## src/hdl/otum_pkg.sv

```systemverilog
// Shared constants, types and helper functions for the odometer telemetry UART mux.
// No dependencies; the ring, scheduler, top level and testbench import this package.

package otum_pkg;

    // Receive ring geometry.
    localparam int RING_DEPTH = 1024;
    localparam int RING_AW    = $clog2(RING_DEPTH);
    localparam int FILL_W     = $clog2(RING_DEPTH + 1);

    // Telemetry frame layout.
    localparam logic [2:0] FRAME_LEN = 3'd6;
    localparam int         COUNT_W   = 12;
    localparam int         TS_W      = 16;

    // Configuration reset values and the gap timer limit.
    localparam logic [7:0] GAP_RESET   = 8'd170;
    localparam logic [3:0] RATIO_RESET = 4'd3;
    localparam logic [7:0] GAP_MAX     = 8'd255;

    // Configuration register indexes.
    typedef enum logic {
        CFG_FRAME_GAP  = 1'b0,
        CFG_PASS_RATIO = 1'b1
    } t_cfg_reg;

    // Ring status seen by the scheduler for the word being accepted.
    typedef struct packed {
        logic nonempty;  // ring holds data once this word's byte is stored
        logic dropped;   // incoming byte is lost because the ring is full
        logic fwd;       // ring was empty, so a pop takes the incoming byte
    } t_ring_stat;

    // Advance a ring pointer with wrap at the ring depth.
    function automatic logic [RING_AW-1:0] ptr_inc(input logic [RING_AW-1:0] ptr);
        logic [RING_AW-1:0] nxt;
        if (ptr == RING_AW'(RING_DEPTH - 1)) begin
            nxt = '0;
        end else begin
            nxt = ptr + 1'b1;
        end
        return nxt;
    endfunction

    // One byte of the telemetry frame built from a count and a timestamp.
    function automatic logic [7:0] frame_byte(input logic [COUNT_W-1:0] cnt,
                                              input logic [TS_W-1:0]    ts,
                                              input logic [2:0]         idx);
        logic [7:0] b0;
        logic [7:0] b1;
        logic [7:0] b2;
        logic [7:0] b3;
        logic [7:0] b4;
        logic [7:0] chk;
        logic [7:0] res;
        b0  = {2'b11, cnt[11:6]};
        b1  = {2'b11, cnt[5:0]};
        b2  = {4'b1100, ts[15:12]};
        b3  = {2'b11, ts[11:6]};
        b4  = {2'b11, ts[5:0]};
        chk = b0 ^ b1 ^ b2 ^ b3 ^ b4;
        chk = {2'b10, chk[5:0]};
        case (idx)
            3'd0:    res = b0;
            3'd1:    res = b1;
            3'd2:    res = b2;
            3'd3:    res = b3;
            3'd4:    res = b4;
            default: res = chk;
        endcase
        return res;
    endfunction

endpackage

```

## src/hdl/otum_sched.sv

```systemverilog
// Pulse filter, interleave phase, gap timer and telemetry frame sequencer.
// Depends on otum_pkg; takes ring status from otum_ring.

module otum_sched
    import otum_pkg::*;
(
    input  logic             i_clk,
    input  logic             i_rst_n,
    input  logic             i_cfg_we,
    input  logic [0:0]       i_cfg_index,
    input  logic [7:0]       i_cfg_data,
    input  logic             i_acc,
    input  logic             i_pulse_level,
    input  logic [7:0]       i_rx_byte,
    input  logic             i_tx_ready,
    input  logic             i_gap_tick,
    input  logic [TS_W-1:0]  i_timestamp,
    input  t_ring_stat       i_stat,
    output logic             o_pop,
    output logic             o_sent,
    output logic             o_from_ram,
    output logic [7:0]       o_byte
);

    logic [7:0]         r_frame_gap;
    logic [3:0]         r_ratio;
    logic [2:0]         r_hist;
    logic [COUNT_W-1:0] r_count;
    logic [COUNT_W-1:0] r_frame_cnt;
    logic [TS_W-1:0]    r_frame_ts;
    logic [2:0]         r_fidx;
    logic [3:0]         r_phase;
    logic [7:0]         r_gap;

    logic [2:0]         n_hist;
    logic [COUNT_W-1:0] n_count;
    logic [COUNT_W-1:0] n_frame_cnt;
    logic [TS_W-1:0]    n_frame_ts;
    logic [2:0]         n_fidx;
    logic [3:0]         n_phase;
    logic [7:0]         n_gap;
    logic [3:0]         phase_inc;
    logic [2:0]         fidx_use;
    logic               sent;
    logic               cleared;
    logic               pop;
    logic               rebuild;
    logic [7:0]         byte_sel;

    // Configuration registers.
    always_ff @(posedge i_clk) begin
        if (!i_rst_n) begin
            r_frame_gap <= GAP_RESET;
            r_ratio     <= RATIO_RESET;
        end else if (i_cfg_we) begin
            unique case (t_cfg_reg'(i_cfg_index))
                CFG_FRAME_GAP:  r_frame_gap <= i_cfg_data;
                CFG_PASS_RATIO: r_ratio     <= i_cfg_data[3:0];
                default:        r_frame_gap <= r_frame_gap;
            endcase
        end
    end

    // Next state of the poll, evaluated for the word at the input.
    always_comb begin
        // Pulse filter: a change that held for two samples after a steady level.
        n_hist  = {r_hist[1:0], i_pulse_level};
        n_count = r_count;
        if ((i_pulse_level != r_hist[1]) && (r_hist[0] == i_pulse_level) &&
            (r_hist[1] == r_hist[2])) begin
            n_count = r_count + 1'b1;
        end

        // Transmit decision.
        phase_inc   = r_phase + 1'b1;
        n_phase     = r_phase;
        n_gap       = r_gap;
        n_fidx      = r_fidx;
        n_frame_cnt = r_frame_cnt;
        n_frame_ts  = r_frame_ts;
        sent        = 1'b0;
        cleared     = 1'b0;
        if (i_tx_ready) begin
            if (i_stat.nonempty) begin
                n_phase = (phase_inc == r_ratio) ? 4'd0 : phase_inc;
                sent    = 1'b1;
            end else begin
                n_phase = 4'd0;
                if (r_gap >= r_frame_gap) begin
                    if (r_fidx >= FRAME_LEN) begin
                        n_gap   = 8'd0;
                        cleared = 1'b1;
                    end
                    sent = 1'b1;
                end
            end
        end

        // Byte source: ring on a nonzero phase, frame otherwise.
        pop      = sent && (n_phase != 4'd0);
        rebuild  = sent && !pop && (r_fidx >= FRAME_LEN);
        fidx_use = rebuild ? 3'd0 : r_fidx;
        if (rebuild) begin
            n_frame_cnt = n_count;
            n_frame_ts  = i_timestamp;
        end
        if (sent && !pop) begin
            n_fidx = fidx_use + 1'b1;
        end
        byte_sel = 8'd0;
        if (sent) begin
            if (pop) begin
                byte_sel = i_stat.fwd ? i_rx_byte : 8'd0;
            end else begin
                byte_sel = frame_byte(n_frame_cnt, n_frame_ts, fidx_use);
            end
        end

        // Gap timer saturates; a tick on the clearing poll is lost.
        if (i_gap_tick && !cleared && (r_gap < GAP_MAX)) begin
            n_gap = r_gap + 1'b1;
        end
    end

    // Poll state advances only when a word is accepted.
    always_ff @(posedge i_clk) begin
        if (!i_rst_n) begin
            r_hist      <= '0;
            r_count     <= '0;
            r_frame_cnt <= '0;
            r_frame_ts  <= '0;
            r_fidx      <= '0;
            r_phase     <= '0;
            r_gap       <= '0;
        end else if (i_acc) begin
            r_hist      <= n_hist;
            r_count     <= n_count;
            r_frame_cnt <= n_frame_cnt;
            r_frame_ts  <= n_frame_ts;
            r_fidx      <= n_fidx;
            r_phase     <= n_phase;
            r_gap       <= n_gap;
        end
    end

    assign o_pop      = i_acc && pop;
    assign o_sent     = sent;
    assign o_from_ram = pop && !i_stat.fwd;
    assign o_byte     = byte_sel;

endmodule

```

## config.mk

```make
export PLATFORM = sky130hd
export DESIGN_NAME = otum_sched
export DESIGN_NICKNAME = d
export VERILOG_FILES = /design/src/hdl/otum_pkg.sv /design/src/hdl/otum_sched.sv
export SDC_FILE = /design/constraint.sdc
export NUM_CORES = 1
export LEC_CHECK = 0
export BUFFER_PORTS_ARGS = -buffer_cell sky130_fd_sc_hd__buf_4
export CAP_MARGIN = 20
export CORE_UTILIZATION = 40
export CTS_CLUSTER_DIAMETER = 120
export CTS_CLUSTER_SIZE = 10
export DETAILED_ROUTE_END_ITERATION = 8
export GPL_ROUTABILITY_DRIVEN = 0
export SLEW_MARGIN = 10
export SYNTH_ARGS = -nofsm -noshare
export SYNTH_HDL_FRONTEND = slang
export SYNTH_SLANG_ARGS = --single-unit
```

## constraint.sdc

```tcl
create_clock -name i_clk -period 3 [get_ports i_clk]
set_clock_uncertainty 0.1 [all_clocks]
set_input_delay 0.3 -clock i_clk [delete_from_list [all_inputs] [get_ports i_clk]]
set_output_delay 0.3 -clock i_clk [all_outputs]
set_load 0.05 [all_outputs]
```

==> metrics.md <==
| Metric | Value |
|---|---|
| FF-to-FF Start | `r_phase[2]$_SDFFE_PN0P_` |
| Detailed placement HPWL | `7160 µm` |
| CTS sink cnt | `70` |
| Area grow syn2layout | `28.3%` |
| Via count | `3597` |
| Final min period | `3.42 ns` |
| Initial antenna violation count | `0` |
| Least-Margin Pin Slew | `0.695 ns` |
| Antenna diodes | `0` |
| Failing checks | `setup timing` |
| Final cell count without fillers | `708` |
| Routed Antenna Nets | `0` |
| Slew Limit Headroom | `53.6%` |
| Synth Warn # | `0` |
| Fin Setup TNS | `-2.38 ns` |
| TritonCTS clock tree | `built` |
| Hold Path Sink | `r_frame_gap[7]$_SDFFE_PN1P_` |
| Arrival @ worst endpoint | `3.02 ns` |
| Hold Crit Start | `i_cfg_data[7]` |
| H-tree depth | `3` |
| Core Area | `9860 µm²` |
| Largest stage delay on the critical path | `0.36 ns` |
| Ys async rst share | `0%` |
| CP Launch Type | `register` |
| Number of DRC markers in iteration 0 | `99` |
| Synth cell types | `58` |
| Run status | `complete, but fails checks` |
| CTS Buf Count | `9` |
| Num rows | `36` |
| Max Clock Freq | `292 MHz` |
| Ports | `54` |
| Die area | `10600 µm²` |
| Vias in the first global route | `3520` |
| Setup Viol. Count Final | `6` |
| Initial Utilization | `41.5%` |
| Total track usage | `20.2%` |
| Syn_nets | `540` |
| First-pass GRT wire length | `16400 µm` |
| Hold Crit Depth | `3` |
| Min-delay worst type | `input port to register` |
| Final net count | `625` |
| Clock Latency Late Sink | `0.35 ns` |
| R2R cell count | `12` |
| CTS hold repair buffers | `0` |
| Tcrit/Tclk final | `114%` |
| IO buf count | `52` |
| Cells after Synth | `485` |
| Seq/Total Area, Yosys | `34.2%` |
| Worst Path Max Fanout | `7` |
| Avg Synthesized Cell Area | `8.44 µm²` |
| Root buf cell | `clkbuf_8` |
| P_leak | `2.10 nW` |
| Crit path cell chain | `ha_4 -> and3b_1 -> o2bb2ai_1 -> a41o_2 -> a211o_4 -> nand2_4 -> and3_4 -> ha_4 -> buf_6 -> a211oi_1 -> mux2_4 -> o21ai_4 -> buf_6` |
| CP Data Required Time | `2.60 ns` |
| Clk slew on worst S/H paths | `0.08 ns` |
| FF-to-FF setup slack | `0.33 ns` |
| Start point of the critical path | `r_phase[1]$_SDFFE_PN0P_` |
| Via density per instance | `5.08` |
| Dpl cells | `688` |
| PD cells | `363 nW/µm²` |
| 1st-pass router iterations | `4` |
| Largest net degree at the start of global routing | `59` |
| Aggregate global routing overflow | `0` |
| Post-route DRC violation count | `0` |
| Hold Fails Final Rpt | `0` |
| Clock buffer depth | `2` |
| Die height | `103 µm` |
| Maximum vdd drop | `276 µV` |
| RR Endpoint | `r_frame_ts[13]$_SDFFE_PN0P_` |
| Die width | `103 µm` |
| Crit path capture type | `primary output` |
| Synthesized area | `4090 µm²` |
| #FFs+latches synth | `70` |
| Final WS setup | `-0.425 ns` |
| RSZ-0062 raised after global routing | `yes` |
| Critical path class | `register to primary output` |
| Post-synth EDFFs | `0` |
| Main flop type after synthesis | `dfxtp_1` |
| Max-cap violations | `0` |
| DR WL/cell | `14.0 µm` |
| Slowest CP cell | `dfxtp_4` |
| Layout cells sized above 1 | `29.6%` |
| Post-Route WL | `9910 µm` |
| Max Slew Vio Count | `0` |
==> metal layers <==
| layer | vias up | wire length [µm] | track usage [%] |
|---|---|---|---|
| met5 | - | 0 | 0 |
| met4 | 0 | 149 | 7.48 |
| met3 | 13 | 349 | 4.75 |
| met2 | 55 | 4550 | 33.0 |
| met1 | 1663 | 4860 | 26.0 |
| li1 | 1866 | - | - |
==> cells by family (layout without fill, tap and decap cells) <==
family,Yosys count,in the layout,synth area share (%)
AOI/OAI and AO/OA,96,96,16.6
xor gates and xnor gates,54,54,11.6
adders and majority gates,12,12,3.67
buffers and inverters,38,128,5.44
DFF,70,70,34.2
muxes,29,29,7.15
and+or+nand+nor,186,186,21.4
==> state kept, by name, summed over array words and instances, names as in the netlist <==
register     flops
r_frame_ts      16
r_count         12
r_frame_cnt     12
r_frame_gap      8
r_gap            8
r_phase          4
r_ratio          4
r_fidx           3
r_hist           3
==> power by group <==
part,leakage (nW),switching (mW),internal (mW)
sequential,0.569,0.00981,0.941
combinational,1.45,0.135,0.115
clock,0.0896,0.381,0.327
total,2.10,0.526,1.38
==> worst max-delay path: cells and delay by family (launching register included) <==
family | cells | cell delay, ns
compound gates | 5 | 0.82
fa+ha+maj | 2 | 0.46
buf+inv | 2 | 0.30
flops | 1 | 0.36
mux | 1 | 0.29
simple gates | 3 | 0.43
==> layout by cell type (no fill, tap or decap), drive strengths merged, types with 2 or more instances in the layout <==
cell / n
clkinvlp: 2
o21ai: 19
mux2i: 27
nand4: 6
nand2: 53
xor2: 20
nand3: 15
clkbuf: 10
a31oi: 3
a21oi: 25
ha: 12
dfxtp: 70
xnor2: 34
a21o: 3
a211oi: 14
o21a: 2
nor2b: 7
nor3: 9
a32oi: 2
or3: 2
a211o: 2
a32o: 2
and3: 6
o211ai: 7
and2: 4
and4bb: 2
inv: 17
buf: 98
a221oi: 3
nor2: 71
mux2: 2
a22oi: 5
nand2b: 4
==> timing repair <==
item	4_1_cts	5_1_grt
resized for setup	24	7
endpoints found under the setup margin	7	7
buffers inserted	2	3
pin swaps	18	6
==> layout make-up <==
class                      count  area (µm²)
fill                         922        4610
multi-input combinational    377        2660
sequential                    70        1410
timing repair buffer          98         778
tap                          133         166
clock buffer                  10         138
inverter                      14        52.6
clock inverter                 6        43.8
==> cells in the mapped netlist, drive strengths merged, types with 2 or more instances <==
cell    count  area, µm²
nor2       71        284
dfxtp      70       1400
nand2      53        199
xnor2      34        298
mux2i      27        270
a21oi      25        125
xor2       20        175
o21ai      19       95.1
nand3      15       75.1
a211oi     14        145
inv        14       52.6
buf        12        125
clkbuf     12       45.0
ha         12        150
nor3        9       55.1
nor2b       7       43.8
o211ai      7       52.6
and3        6       37.5
nand4       6       37.5
a22oi       5       37.5
and2        4       26.3
nand2b      4       25.0
a21o        3       22.5
a221oi      3       26.3
a31oi       3       18.8
a211o       2       18.8
a32o        2       20.0
a32oi       2       17.5
and4bb      2       25.0
mux2        2       22.5
o21a        2       15.0
or3         2       12.5
==> stage by stage <==
step / area, µm² / power [mW] / hold slack, ns / setup slack, ns / util, %
after floorplan: 4200 / 1.10 / 0.336 / -0.0597 / -
after global placement: 4910 / 1.21 / 0.350 / -0.177 / 49.8
after detailed placement: 4910 / 1.21 / 0.352 / -0.169 / 49.8
after CTS: 5190 / 1.93 / 0.0632 / -0.446 / 52.6
after global routing: 5250 / 1.99 / 0.0737 / -0.547 / 53.3
final: 5250 / 1.91 / 0.0778 / -0.425 / 53.3
==> worst max path at each step <==
stage	slack, ns	cells past startpoint	endpoint
3_5_place_dp	-0.17	14	o_byte[0]
4_1_cts	-0.45	13	o_byte[0]
5_1_grt	-0.55	13	o_byte[4]
6_report	-0.42	13	o_byte[3]
2_1_floorplan	-0.06	12	o_byte[1]
3_3_place_gp	-0.18	14	o_byte[0]
Note: power is estimated with default switching activity, not from simulation.
